File: config.mk
export PLATFORM = sky130hd
export DESIGN_NAME = openpgp_packet_deframer_core
export DESIGN_NICKNAME = d
export VERILOG_FILES = /design/src/design/pgpd_pkg.sv /design/src/design/pgpd_step.sv /design/src/design/openpgp_packet_deframer_core.sv
export VERILOG_INCLUDE_DIRS = /design/src /design/src/design
export SDC_FILE = /design/constraint.sdc
export NUM_CORES = 1
export LEC_CHECK = 0
export ABC_CLOCK_PERIOD_IN_PS = 5900
export BUFFER_PORTS_ARGS = -buffer_cell sky130_fd_sc_hd__buf_2
export CORE_MARGIN = 2
export CORE_UTILIZATION = 45
export CTS_CLUSTER_DIAMETER = 120
export DETAILED_ROUTE_END_ITERATION = 16
export PLACE_DENSITY = 0.74
export SYNTH_ARGS = -nofsm -noshare
export SYNTH_HDL_FRONTEND = slang
export SYNTH_SLANG_ARGS = --single-unit
File: constraint.sdc
create_clock -name clk -period 5.9 [get_ports clk]
set_clock_uncertainty 0.05 [all_clocks]
set_input_delay 0.59 -clock clk [delete_from_list [all_inputs] [get_ports clk]]
set_output_delay 0.59 -clock clk [all_outputs]
set_load 0.03 [all_outputs]
File: src/design/openpgp_packet_deframer_core_defines.svh
// Assertion macros used by the deframer top level.
`ifndef OPENPGP_PACKET_DEFRAMER_CORE_DEFINES_SVH
`define OPENPGP_PACKET_DEFRAMER_CORE_DEFINES_SVH

// Same-cycle implication, checked on clk, idle during reset.
`define PGPD_ASSERT_IMPL(label, ante, cons, msg) \
  label: assert property (@(posedge clk) disable iff (!rst_n) (ante) |-> (cons)) \
    else $error(msg);

// Next-cycle implication, checked on clk, idle during reset.
`define PGPD_ASSERT_NEXT(label, ante, cons, msg) \
  label: assert property (@(posedge clk) disable iff (!rst_n) (ante) |=> (cons)) \
    else $error(msg);

`endif

File: src/design/pgpd_pkg.sv
// Types and codes shared by the OpenPGP packet deframer.
package pgpd_pkg;

  typedef enum logic [2:0] {
    PH_TAG,
    PH_LEN1,
    PH_LEN2,
    PH_LENM,
    PH_BODY
  } phase_t;

  typedef enum logic [1:0] {
    OK_TAG   = 2'd0,
    OK_BODY  = 2'd1,
    OK_END   = 2'd2,
    OK_ERROR = 2'd3
  } out_kind_t;

  typedef enum logic [1:0] {
    ERR_NONE      = 2'd0,
    ERR_NO_MARKER = 2'd1,
    ERR_INDET     = 2'd2,
    ERR_TRUNC     = 2'd3
  } err_code_t;

  // Input kind flag
  localparam logic IN_BYTE = 1'b0;
  localparam logic IN_EOF  = 1'b1;

  localparam logic [31:0] LEN_SAT = 32'hFFFF_FFFF;

  typedef struct packed {
    phase_t      phase;
    logic [31:0] remaining;
    logic [31:0] acc;
    logic [2:0]  left;
    logic        partial;
    logic [31:0] total;
  } state_t;

  typedef struct packed {
    out_kind_t   kind;
    logic [7:0]  data;
    logic        last;
    err_code_t   err;
    logic [31:0] len;
  } result_t;

endpackage

File: src/design/pgpd_step.sv
// Per-byte next-state and result logic of the deframer.
module pgpd_step (
  input  pgpd_pkg::state_t  st,
  input  logic              kind,
  input  logic [7:0]        data_byte,
  output pgpd_pkg::state_t  st_nxt,
  output logic              res_valid,
  output pgpd_pkg::result_t res
);
  import pgpd_pkg::*;

  phase_t      ph;
  logic        b_lt192, b_le223, b_lt255;
  logic [31:0] len2, lenm_acc, part_len, total_inc, rem_dec;
  logic [2:0]  left_dec;
  logic        sb_go, sb_part, sb_end;
  logic [31:0] sb_len;

  // an undefined phase behaves as waiting for a tag
  always_comb begin
    unique case (st.phase)
      PH_LEN1, PH_LEN2, PH_LENM, PH_BODY: ph = st.phase;
      default:                            ph = PH_TAG;
    endcase
  end

  assign b_lt192   = data_byte < 8'd192;
  assign b_le223   = data_byte <= 8'd223;
  assign b_lt255   = data_byte != 8'd255;
  assign len2      = st.acc + {24'd0, data_byte} + 32'd192;
  assign lenm_acc  = {st.acc[23:0], data_byte};
  assign left_dec  = st.left - 3'd1;
  assign part_len  = 32'd1 << data_byte[4:0];
  assign total_inc = (st.total == LEN_SAT) ? st.total : st.total + 32'd1;
  assign rem_dec   = st.remaining - 32'd1;

  // a complete length header
  always_comb begin
    sb_go   = 1'b0;
    sb_len  = 32'd0;
    sb_part = 1'b0;
    if (kind == IN_BYTE) begin
      case (ph)
        PH_LEN1: begin
          if (b_lt192) begin
            sb_go  = 1'b1;
            sb_len = {24'd0, data_byte};
          end else if (!b_le223 && b_lt255) begin
            sb_go   = 1'b1;
            sb_len  = part_len;
            sb_part = 1'b1;
          end
        end
        PH_LEN2: begin
          sb_go  = 1'b1;
          sb_len = len2;
        end
        PH_LENM: begin
          sb_go  = (left_dec == 3'd0);
          sb_len = lenm_acc;
        end
        default: ;
      endcase
    end
  end

  assign sb_end = sb_go && (sb_len == 32'd0) && !sb_part;

  // next state
  always_comb begin
    st_nxt       = st;
    st_nxt.phase = ph;
    if (kind == IN_EOF) begin
      if (ph != PH_TAG) begin
        st_nxt.phase     = PH_TAG;
        st_nxt.remaining = 32'd0;
        st_nxt.acc       = 32'd0;
        st_nxt.left      = 3'd0;
        st_nxt.partial   = 1'b0;
      end
    end else begin
      unique case (ph)
        PH_TAG: begin
          st_nxt.total = 32'd0;
          if (!data_byte[7] || (!data_byte[6] && data_byte[1:0] == 2'd3)) begin
            st_nxt.remaining = 32'd0;
            st_nxt.acc       = 32'd0;
            st_nxt.left      = 3'd0;
            st_nxt.partial   = 1'b0;
          end else if (data_byte[6]) begin
            st_nxt.total   = 32'd1;
            st_nxt.phase   = PH_LEN1;
            st_nxt.partial = 1'b0;
          end else begin
            st_nxt.total   = 32'd1;
            st_nxt.partial = 1'b0;
            st_nxt.acc     = 32'd0;
            st_nxt.phase   = PH_LENM;
            case (data_byte[1:0])
              2'd0:    st_nxt.left = 3'd1;
              2'd1:    st_nxt.left = 3'd2;
              default: st_nxt.left = 3'd4;
            endcase
          end
        end
        PH_LEN1: begin
          if (!b_lt192 && b_le223) begin
            st_nxt.acc   = {16'd0, data_byte - 8'd192, 8'd0};
            st_nxt.phase = PH_LEN2;
          end else if (!b_lt255) begin
            st_nxt.acc   = 32'd0;
            st_nxt.left  = 3'd4;
            st_nxt.phase = PH_LENM;
          end
        end
        PH_LEN2: ;
        PH_LENM: begin
          st_nxt.acc  = lenm_acc;
          st_nxt.left = left_dec;
        end
        PH_BODY: begin
          st_nxt.total     = total_inc;
          st_nxt.remaining = rem_dec;
          if (rem_dec == 32'd0)
            st_nxt.phase = st.partial ? PH_LEN1 : PH_TAG;
        end
        default: ;
      endcase
      if (sb_go) begin
        st_nxt.partial = sb_part;
        st_nxt.acc     = 32'd0;
        st_nxt.left    = 3'd0;
        if (sb_end) begin
          st_nxt.phase = PH_TAG;
        end else begin
          st_nxt.remaining = sb_len;
          st_nxt.phase     = (sb_len == 32'd0) ? PH_LEN1 : PH_BODY;
        end
      end
    end
  end

  // result
  always_comb begin
    res_valid = 1'b0;
    res.kind  = OK_ERROR;
    res.data  = 8'd0;
    res.last  = 1'b1;
    res.err   = ERR_NONE;
    res.len   = st_nxt.total;
    if (kind == IN_EOF) begin
      res_valid = (ph != PH_TAG);
      res.err   = ERR_TRUNC;
    end else begin
      unique case (ph)
        PH_TAG: begin
          res_valid = 1'b1;
          if (!data_byte[7]) begin
            res.err = ERR_NO_MARKER;
          end else if (data_byte[6]) begin
            res.kind = OK_TAG;
            res.data = data_byte;
            res.last = 1'b0;
          end else if (data_byte[1:0] == 2'd3) begin
            res.err = ERR_INDET;
          end else begin
            res.kind = OK_TAG;
            res.data = {4'h8, data_byte[5:2]};
            res.last = 1'b0;
          end
        end
        PH_BODY: begin
          res_valid = 1'b1;
          res.kind  = OK_BODY;
          res.data  = data_byte;
          res.last  = (rem_dec == 32'd0) && !st.partial;
        end
        default: begin
          res_valid = sb_end;
          res.kind  = OK_END;
        end
      endcase
    end
  end

endmodule

File: src/design/openpgp_packet_deframer_core.sv
// Top level of the OpenPGP packet deframer.
//
// Usage:
//  - in_*  : one request per stream byte. in_tdata carries the raw byte,
//            in_tuser says whether a byte is present (0) or input has ended (1).
//  - out_* : tags, body bytes, empty-packet ends and errors. Length headers
//            are swallowed and produce no request. out_tlast marks the final
//            item of a packet and every error item.
//  - A result is registered and appears in the cycle after its input is taken.
//  - Throughput: one byte per cycle unless stalled. The per-byte decode is one
//    combinational step into a single result register; in_tready follows
//    out_tready, so the register is refilled in the same cycle it drains.
//  - Stall: while out_tready is low and a result is held, in_tready drops;
//    no state moves and the held result stays put.
//  - Reset (rst_n low, synchronous): waits for a tag byte, all counters
//    cleared, output empty.
//  - After any error the block waits for a fresh tag byte.
module openpgp_packet_deframer_core (
  input  logic        clk,
  input  logic        rst_n,
  input  logic        in_tvalid,
  output logic        in_tready,
  input  logic [7:0]  in_tdata,   // [7:0] data_byte
  input  logic        in_tuser,   // [0] kind
  output logic        out_tvalid,
  input  logic        out_tready,
  output logic [47:0] out_tdata,  // [7:0] out_byte, [9:8] error_code,
                                  // [41:10] packet_length, [47:42] zero
  output logic [1:0]  out_tuser,  // [1:0] out_kind
  output logic        out_tlast   // last
);
  import pgpd_pkg::*;

  `include "openpgp_packet_deframer_core_defines.svh"

  state_t  state_r, state_nxt;
  logic    out_valid_r, out_valid_nxt;
  result_t out_res_r, out_res_nxt;
  logic    res_valid;
  result_t res;
  logic    accept;

  pgpd_step u_step (
    .st        (state_r),
    .kind      (in_tuser),
    .data_byte (in_tdata),
    .st_nxt    (state_nxt),
    .res_valid (res_valid),
    .res       (res)
  );

  assign in_tready = !out_valid_r || out_tready;
  assign accept    = in_tvalid && in_tready;

  always_comb begin
    out_valid_nxt = out_valid_r && !out_tready;
    out_res_nxt   = out_res_r;
    if (accept) begin
      out_valid_nxt = res_valid;
      if (res_valid)
        out_res_nxt = res;
    end
  end

  // control state
  always_ff @(posedge clk) begin
    if (!rst_n) begin
      state_r.phase     <= PH_TAG;
      state_r.remaining <= 32'd0;
      state_r.acc       <= 32'd0;
      state_r.left      <= 3'd0;
      state_r.partial   <= 1'b0;
      state_r.total     <= 32'd0;
      out_valid_r       <= 1'b0;
    end else begin
      if (accept)
        state_r <= state_nxt;
      out_valid_r <= out_valid_nxt;
    end
  end

  // result payload, no reset
  always_ff @(posedge clk) begin
    out_res_r <= out_res_nxt;
  end

  assign out_tvalid = out_valid_r;
  assign out_tuser  = out_res_r.kind;
  assign out_tlast  = out_res_r.last;
  assign out_tdata  = {6'd0, out_res_r.len, out_res_r.err, out_res_r.data};

  `PGPD_ASSERT_IMPL(a_err_marks_last,
    out_tvalid && out_tuser == OK_ERROR,
    out_tlast && out_tdata[9:8] != ERR_NONE,
    "error item without last or code")
  `PGPD_ASSERT_IMPL(a_code_only_on_err,
    out_tvalid && out_tuser != OK_ERROR,
    out_tdata[9:8] == ERR_NONE,
    "error code on a non-error item")
  `PGPD_ASSERT_IMPL(a_tag_len_one,
    out_tvalid && out_tuser == OK_TAG,
    out_tdata[41:10] == 32'd1 && !out_tlast,
    "tag item with wrong length or last")
  `PGPD_ASSERT_NEXT(a_err_back_to_tag,
    accept && res_valid && res.kind == OK_ERROR,
    state_r.phase == PH_TAG,
    "not waiting for a tag after an error")

endmodule

# Word level (Yosys, flattened, before mapping)
# Index checks and enable logic that the tools add are counted.
# W data, S select, Z words.
# totals
ff_bits	149
wordCells	122
input_bits	13
out_inout_bits	53
# classes
n_lt_le_gt_ge	2
muxes	51
n_shift	1
n_eq_ne	17
reduce_logical	33
n_addsub	6
# op_table
op	n
$mux W32	8
$mux W71	3
$pmux W32 S2	2
$pmux W35 S3	1
$pmux W32 S3	1
$mux W35	2
$logic_not A32 Y1	2
$mux W36	1
$mux W11	3
$add A32 B1 Y32 const B	1
$add A32 B8 Y32	1
$add A32 B8 Y32 const B	1
$eq A32 B32 Y1 const B	1
$shl A1 B5 Y32 const A	1
$sub A32 B1 Y32 const B	1
$mux W3	8
$pmux W9 S2	1
$eq A3 B2 Y1 const B	4
$mux W1	12
$mux W2	5
$pmux W3 S3	1
$le A8 B8 Y1 const B	1
$logic_and A1 B1 Y1	8
$logic_not A1 Y1	8
other kinds (27)	33

# Logic depth before layout (Yosys ltp)
# Gate-level depths: netlist (run 1).
# depth
word_depth	13
ltp_mapped	19

# Cells and area by module
# A second synthesis (run 1) with hierarchy kept.
# unflattened
cells_unflattened	1511
hier_area_um2	11581.1
# modules_own_cells
module	cells_per_inst	instances	seq_area_each_um2	area_per_inst_um2
pgpd_step	1006	1	0.0	6055.8
openpgp_packet_deframer_core	505	1	3433.3	5525.3

# Worst setup path after synthesis (run 1)
# OpenSTA, ideal clock, no wires.
# synth_path
kind	input port to flip-flop
from	input in_tdata[1]
to	register out_res_r (netlist bit out_tdata[0]) (enable)
setup_slack_ps	-315
required_ps	5388
cell_stages	14
setup_ps	462
arrival_ps	5703
n_path_buf	0
cell_sequence	ha_1 -> ha_1 -> inv_1 -> fa_1 -> nand2b_1 -> a211oi_2 -> o211ai_1 -> xnor2_1 -> a222oi_1 -> nand4_1 -> or3_1 -> nor3_1 -> o21ai_0 -> a21oi_1
# synth_between
elab_chain_cells	13
word_cells_on_any_way	26
cone_classes	2 x add/sub; 2 x order compare; 1 x eq/ne; 1 x shift; 13 x mux; 7 x reduce/logical
# synth_rtl
item	line	text
start: declaration	openpgp_packet_deframer_core.sv:23	input logic [7:0] in_tdata,
branches (longest 9 deep; another with $add A32 B8 Y32)	n/a	
$logic_and A1 B1 Y1 (*)	pgpd_step.sv:67	assign sb_end = sb_go && (sb_len == 32'd0) && !sb_part;
$mux W1 (*)	pgpd_step.sv:155	unique case (ph)
$mux W1 (*)	pgpd_step.sv:151	if (kind == IN_EOF) begin
$reduce_and A2 Y1 (no source line) (*)	n/a	
end signal: assignment	openpgp_packet_deframer_core.sv:84	out_res_r <= out_res_nxt;
end: declaration	openpgp_packet_deframer_core.sv:38	result_t out_res_r, out_res_nxt;
# Every way passes the cells marked *.
# A chain may end at the register's enable or synchronous reset.

# Worst setup path in the final report (run 1)
# layout_path
from	register state_r[38] (netlist bit)
to	register out_res_r (netlist bit out_tdata[23]) (enable)
# layout_between
elab_chain_cells	10
# layout_rtl
item	line	text
start: declaration	openpgp_packet_deframer_core.sv:36	state_t state_r, state_nxt;
start signal: assignment	openpgp_packet_deframer_core.sv:77	state_r <= state_nxt;
$add A32 B8 Y32 (2 in a row)	pgpd_step.sv:30	assign len2 = st.acc + {24'd0, data_byte} + 32'd192;
$pmux W32 S3 (*)	pgpd_step.sv:43	case (ph)
$mux W32 (*)	pgpd_step.sv:42	if (kind == IN_BYTE) begin
$logic_not A32 Y1 (*)	pgpd_step.sv:67	
$logic_and A1 B1 Y1 (*) (2 in a row)	pgpd_step.sv:67	
$mux W1 (*)	pgpd_step.sv:155	
$mux W1 (*)	pgpd_step.sv:151	
$reduce_and A2 Y1 (no source line) (*)	n/a	
# Mark *: on every way between the ends. The rest lies on a longest branch, timed or not.

==> results of run 1 <==
==> cells by family after synthesis <==
group	count (synthesis)	synth area share, %
AO/OA/AOI/OAI	412	25.85
XOR/XNOR	50	4.342
adder cells (fa/ha/maj)	23	2.928
buffers and inverters	141	5.768
flip-flops	149	34.04
multiplexers	3	0.3101
other	1	0.03718
AND/OR/NAND/NOR	551	26.72
==> registers in the layout, summed over array words and instances (netlist names) <==
register    cells
out_tdata      42
out_tvalid      1
state_r       103
out_tuser       2
out_tlast       1
==> metrics by stage <==
stage	hold slack, ns	area (µm²)	power, mW	std cells	utilization, %
CTS	0.4220	11090	2.508	1622	50.64
floorplan	0.3941	10110	1.346	1335	-
finish	0.4226	11090	2.509	1622	50.64
detailed placement	0.4181	10510	1.435	1590	48.01
global route	0.4392	11090	2.588	1622	50.64
global placement	0.4130	10510	1.431	1590	48.01
==> power by group through the flow <==
stage          Sequential, mW  Clock, mW  Combinational, mW
2_1_floorplan            1.15          0              0.201
3_5_place_dp             1.11          0              0.325
4_1_cts                  1.09       1.09              0.327
6_report                 1.09       1.09              0.333
3_3_place_gp             1.11          0              0.321
5_1_grt                  1.09       1.14              0.359
==> worst max path at each step <==
stage | from | cells after the start | to | slack [ns]
floorplan | in_tdata[1] | 14 | out_tdata[0]$_SDFFCE_PP0P_ | 0.67
global placement | in_tdata[2] | 14 | out_tdata[39]$_DFFE_PP_ | 0.63
detailed placement | in_tdata[2] | 14 | out_tdata[38]$_DFFE_PP_ | 0.57
CTS | state_r[38]$_SDFFE_PN0P_ | 13 | out_tdata[23]$_DFFE_PP_ | 0.94
global route | state_r[38]$_SDFFE_PN0P_ | 13 | out_tdata[11]$_DFFE_PP_ | 0.47
finish | state_r[38]$_SDFFE_PN0P_ | 12 | out_tdata[23]$_DFFE_PP_ | 0.88
==> tightest hold or removal path: cells and delay by family, from the launching register on <==
| kind | cells | cell delay [ns] |
|---|---|---|
| AOI/OAI and AO/OA | 1 | 0.05 |
| DFF | 1 | 0.32 |
| and+or+nand+nor | 1 | 0.06 |
==> area by class of cell <==
cell class | instances | area [µm²] | area share, %
multi-input cells | 1045 | 6122 | 55.23
repair buffers | 84 | 483.0 | 4.357
flip-flops and latches | 149 | 3433 | 30.97
clock inverters | 13 | 122.6 | 1.106
well taps | 280 | 350.3 | 3.160
inverters | 32 | 120.1 | 1.084
clock buffers | 19 | 454.2 | 4.097
==> layout by cell type, fill, tap and decap left out, drive strengths merged, types with 5 or more instances in the layout <==
| cell type | instances |
|---|---|
| nand2 | 146 |
| nor2 | 134 |
| a21oi | 127 |
| dfxtp | 104 |
| o21ai | 101 |
| buf | 84 |
| nor3 | 61 |
| nand3 | 52 |
| edfxtp | 45 |
| a22oi | 42 |
| inv | 42 |
| or3 | 34 |
| xnor2 | 30 |
| ha | 22 |
| nand4 | 21 |
| nand2b | 21 |
| xor2 | 20 |
| nor4 | 19 |
| clkbuf | 19 |
| a211oi | 13 |
| o31ai | 11 |
| a21boi | 11 |
| and2 | 11 |
| and3 | 10 |
| a31oi | 10 |
| a21o | 10 |
| o211ai | 9 |
| a32oi | 8 |
| o22ai | 8 |
| or2 | 8 |
| nor2b | 7 |
| a22o | 6 |
| o41ai | 6 |
| a222oi | 6 |
| a221oi | 6 |
| conb | 6 |
| o31a | 5 |
| or4 | 5 |
==> routing by layer <==
layer,up-vias,global-route usage [%]
met3,97,4.763
met2,533,41.84
met5,-,0
li1,4879,-
met1,4945,34.74
met4,0,9.961
==> impl_metrics.yaml, run 1 <==
grt:
  first_global_vias: 9383
  grt_max_degree: 57
  antenna_found_initial: 0
  gr-usage-all-layers_pct: 25.99
  grt_overflow_total: 0
  grt_pass1_wl_um: 50420
yosys:
  synth_area_leaders: "dfxtp_1, edfxtp_1, a21oi_1"
  yosysMostFrequentCell: "nand2_1"
  netlist_area_mm2: 0.01009
  yosysSeqAreaShare_pct: 34.04
  synth_cell_types: 81
  synthCells: 1330
  async_reset_ff_share_pct: 0
  ys_top_cells_by_count: "nand2_1, nor2_1, a21oi_1"
  ys_dominant_reg_cell: "dfxtp_1"
  ys_warn_count: 0
  synth_edf_count: 45
  synth.top_cell.area_share_pct: 20.64
  synth_area_per_cell_um2: 7.583
  ys_ff_latch: 149
  yosys.area.top_type: "dfxtp_1"
route:
  drt-total-wl_um: 31400
  first_iter_violations: 1215
  routed_via_density: 6.445
  ant_nets: 0
  drc: 0
  wl_met3_um: 2643
  post_drt_wl_per_cell_um: 19.36
  dr_total_vias: 10450
  met1_length_um: 13160
  topRoutingLayerUsed: "met4"
  dr.pass1.iters: 8
  met2WireLength_um: 14580
cts:
  clk_latency_ns: 0.44
  cts-root-buf: "clkbuf_16"
  htree_num_levels: 4
  numCtsBuffers: 17
  numClockSinks: 149
  cts_resized: 0
  cts_hold_buf: 0
  path_clk_slew_ns: 0.07
  clock_path_buffers: 2
  cts_tree: "built"
  cts_setup_buffers: 0
power_and_ir_drop:
  swShare_pct: 30.29
  power_frac_comb_pct: 13.3
  seq_power_share_pct: 43.3
  power_switching_mw: 0.7598
  p_per_area_mw_per_mm2: 226.3
  intPower_mw: 1.749
  power_frac_clock_pct: 43.4
  power_leakage_nw: 3.748
  ir_worst_vdd_uv: 193.8
layout:
  nets: 1365
  area_growth_pct: 9.912
  antenna_cells: 0
  drive_gt1_share_pct: 10.36
  nFillCells: 2192
worst_setup_path:
  endpoint_kind: "flop"
  cpPeakStageDelay_ns: 0.83
  start_kind: "flop"
  cp_top_family: "compound AO/OA/AOI/OAI gates"
  r2r-start: "state_r[38]$_SDFFE_PN0P_"
  rr_endpoint: "out_tdata[23]$_DFFE_PP_"
  cp_slowest_cell: "a2bb2oi_1"
  crit_buf_inv: 1
  crit_arrival_ns: 5.09
  critPathKind: "reg2reg"
  reg2reg_depth: 12
  r2r_slack_ns: 0.88
  cp_max_fo: 26
  path_cells: "ha_1 -> ha_1 -> a211oi_1 -> o31a_1 -> a2bb2oi_1 -> nor2_1 -> xnor2_1 -> o2111ai_1 -> nor4b_1 -> o21ai_0 -> a21oi_4 -> buf_4"
  cpMostUsedCell: "ha_1"
  required_ns: 5.97
timing:
  worst_slack_ns: 0.8771
  tightest_slew_ns: 1.131
  finalSetupViolCount: 0
  fin_crit_sh_pct: 85.13
  drv_slew: 0
  tns_ns: 0
  min_period_ns: 5.023
  max-slew-margin-rel_pct: 24.08
  fmax_mhz: 199.1
  rsz0062_at_grt: "false"
  finalHoldViolCount: 0
status:
  status: "finished clean"
placement:
  port_buffers: 59
  dp_slack_ns: 0.5699
  hpwl_um: 21780
  gp_congestion: 0.9796
die:
  die_y_um: 153.7
  num_rows: 54
  die_w_um: 153.7
  core-area_mm2: 0.02189
  pin_count: 66
  start_util_pct: 46.07
  dieArea_mm2: 0.02363
min_path:
  min_path_cells: 2
  hold_start: "state_r[40]$_SDFFE_PN0P_"
  hp-class: "reg2reg"
  holdPathEnd: "state_r[40]$_SDFFE_PN0P_"
run:
  drv_cap: 0
(Power assumes the default switching activity.)
==> run 2, diff against run 1 <==
CORE_ASPECT_RATIO = 1.1   (was unset)
RECOVER_POWER = 50   (was unset)
==> run 2 against run 1 <==
Against the previous run: the flow now finishes with violations (capacitance limit, slew limit); flip-flop and latch count unchanged; global-route usage increased by 0.52 points; cell count increased by 1.1%; hold slack improved by 0.013 ns; critical path depth decreased by 1.
==> impl_metrics.yaml, run 2 (same netlist as run 1, synthesis figures left out) <==
placement:
  gp_congestion: 1.067
  port_buffers: 59
  dp.cells: 1608
  hpwl_um: 21800
  dpl-instance-area_mm2: 0.01056
layout:
  area_growth_pct: 9.465
  final_cell_mix: "nand2_1, nor2_1, a21oi_1, dfxtp_1, o21ai_0"
  seq_area_mm2: 0.003433
  multiInputGateArea_mm2: 0.006115
  final_util_pct: 50.10
  top_register: "state_r"
  drive_gt1_share_pct: 6.617
  nFillCells: 2134
  nets: 1368
  fin_cells: 1640
  final_cell_area_mm2: 0.01104
  layout_commonest_cell: "nand2_1"
  antenna_cells: 0
  largest_reg_flops: 103
die:
  num_rows: 57
  pin_count: 66
  die_y_um: 161.0
  core-area_mm2: 0.02204
  die_w_um: 146.7
  dieArea_mm2: 0.02363
  start_util_pct: 45.77
worst_setup_path:
  required_ns: 6.19
  crit_arrival_ns: 5.31
  cp_max_fo: 26
  cpMostUsedCell: "nor2_1"
  cpPeakStageDelay_ns: 1.07
  start_kind: "flop"
  path_cells: "nor2_1 -> xor2_1 -> clkbuf_1 -> nand2_1 -> nand2_1 -> clkbuf_1 -> nor2_1 -> buf_4 -> o21ai_0 -> nor2_1 -> o221a_2"
  critPathKind: "reg2reg"
  endpoint_kind: "flop"
  cp_slowest_cell: "clkbuf_1"
route:
  drc: 0
  met2WireLength_um: 14750
  ant_nets: 0
  routed_via_density: 6.349
  post_drt_wl_per_cell_um: 19.31
  dr_total_vias: 10410
  wl_met3_um: 2575
  dr.pass1.iters: 8
  drt-total-wl_um: 31670
  first_iter_violations: 1299
  topRoutingLayerUsed: "met4"
  met1_length_um: 13140
timing:
  drv_slew: 79
  max-slew-margin-rel_pct: -20.00
  tightest_slew_ns: 1.800
  rsz0062_at_grt: "false"
  min_period_ns: 5.027
  finalHoldViolCount: 0
  holdWs_ns: 0.4356
  fin_crit_sh_pct: 85.21
  fmax_mhz: 198.9
  finalSetupViolCount: 0
  tns_ns: 0
power_and_ir_drop:
  p_per_area_mw_per_mm2: 225.2
  power_leakage_nw: 3.601
  ir_worst_vdd_uv: 197.7
grt:
  first_global_vias: 9476
  antenna_found_initial: 0
  grt_max_degree: 51
  gr-usage-all-layers_pct: 26.51
  grt_overflow_total: 0
  grt_pass1_wl_um: 50910
status:
  status: "complete, but fails checks"
  violations: "capacitance limit, slew limit"
cts:
  path_clk_slew_ns: 0.07
  cts_tree: "built"
  cts_setup_buffers: 0
  htree_num_levels: 4
  cts-root-buf: "clkbuf_16"
  numClockSinks: 149
  clock_path_buffers: 2
  cts_resized: 0
  clk_latency_ns: 0.44
  cts_hold_buf: 0
  numCtsBuffers: 17
run:
  drv_cap: 2
min_path:
  hp-class: "reg2reg"
==> run 2: cell count changes in the layout (fill, tap and decap cells not counted) <==
cell	before	now
and2_0	1	3
and2_1	10	8
buf_12	0	1
buf_2	59	12
buf_4	25	22
clkbuf_1	1	53
clkbuf_16	18	17
clkinvlp_4	1	3
inv_6	6	3
inv_8	4	6
o21ai_0	98	99
o21ai_1	3	2
xor2_1	19	20
xor2_2	1	0
==> run 2: final timing paths <==
check | start | to | slack [ns] | cells after the start
max reg2reg | state_r[100]$_SDFFE_PN0P_ | state_r[35]$_SDFFE_PN0P_ | 0.87 | 11
min | state_r[40]$_SDFFE_PN0P_ | state_r[40]$_SDFFE_PN0P_ | 0.44 | 2
min reg2reg | state_r[40]$_SDFFE_PN0P_ | state_r[40]$_SDFFE_PN0P_ | 0.44 | 2
max | state_r[100]$_SDFFE_PN0P_ | state_r[35]$_SDFFE_PN0P_ | 0.87 | 11
==> run 2: power by group <==
part           internal, mW  switching, mW  total, mW
Sequential             1.08         0.0112       1.09
Combinational        0.0842          0.249      0.333
Clock                 0.560          0.506       1.07
==> run 2: per-stage QoR <==
| step | setup slack [ns] | total power, mW |
|---|---|---|
| floorplan | 0.6690 | 1.346 |
| global placement | 0.9130 | 1.440 |
| CTS | 1.222 | 2.494 |
| finish | 0.8728 | 2.487 |
| global route | 0.5601 | 2.574 |
| detailed placement | 0.7961 | 1.443 |
==> run 2: per-layer routing <==
metal / up-vias / track usage, %
met1: 4838 / 35.19
met5: - / 0
li1: 4885 / -
met2: 578 / 43.62
met4: 0 / 10.72
met3: 112 / 3.757
==> run 2: final cells by class <==
type	instances	area share (%)
tap	295	3.343
inverter	32	1.088
timing repair buffer	87	3.989
clock buffer	18	3.887
clock inverter	14	1.213
sequential	149	31.10
multi-input combinational	1045	55.38
==> run 2: worst max-delay path, delay by kind of cell (launching register included) <==
| family | cells | cell delay, ns |
|---|---|---|
| DFF | 1 | 0.52 |
| xor gates and xnor gates | 1 | 0.82 |
| buffers and inverters | 3 | 1.88 |
| and+or+nand+nor | 5 | 1.07 |
| AOI/OAI and AO/OA | 2 | 0.57 |
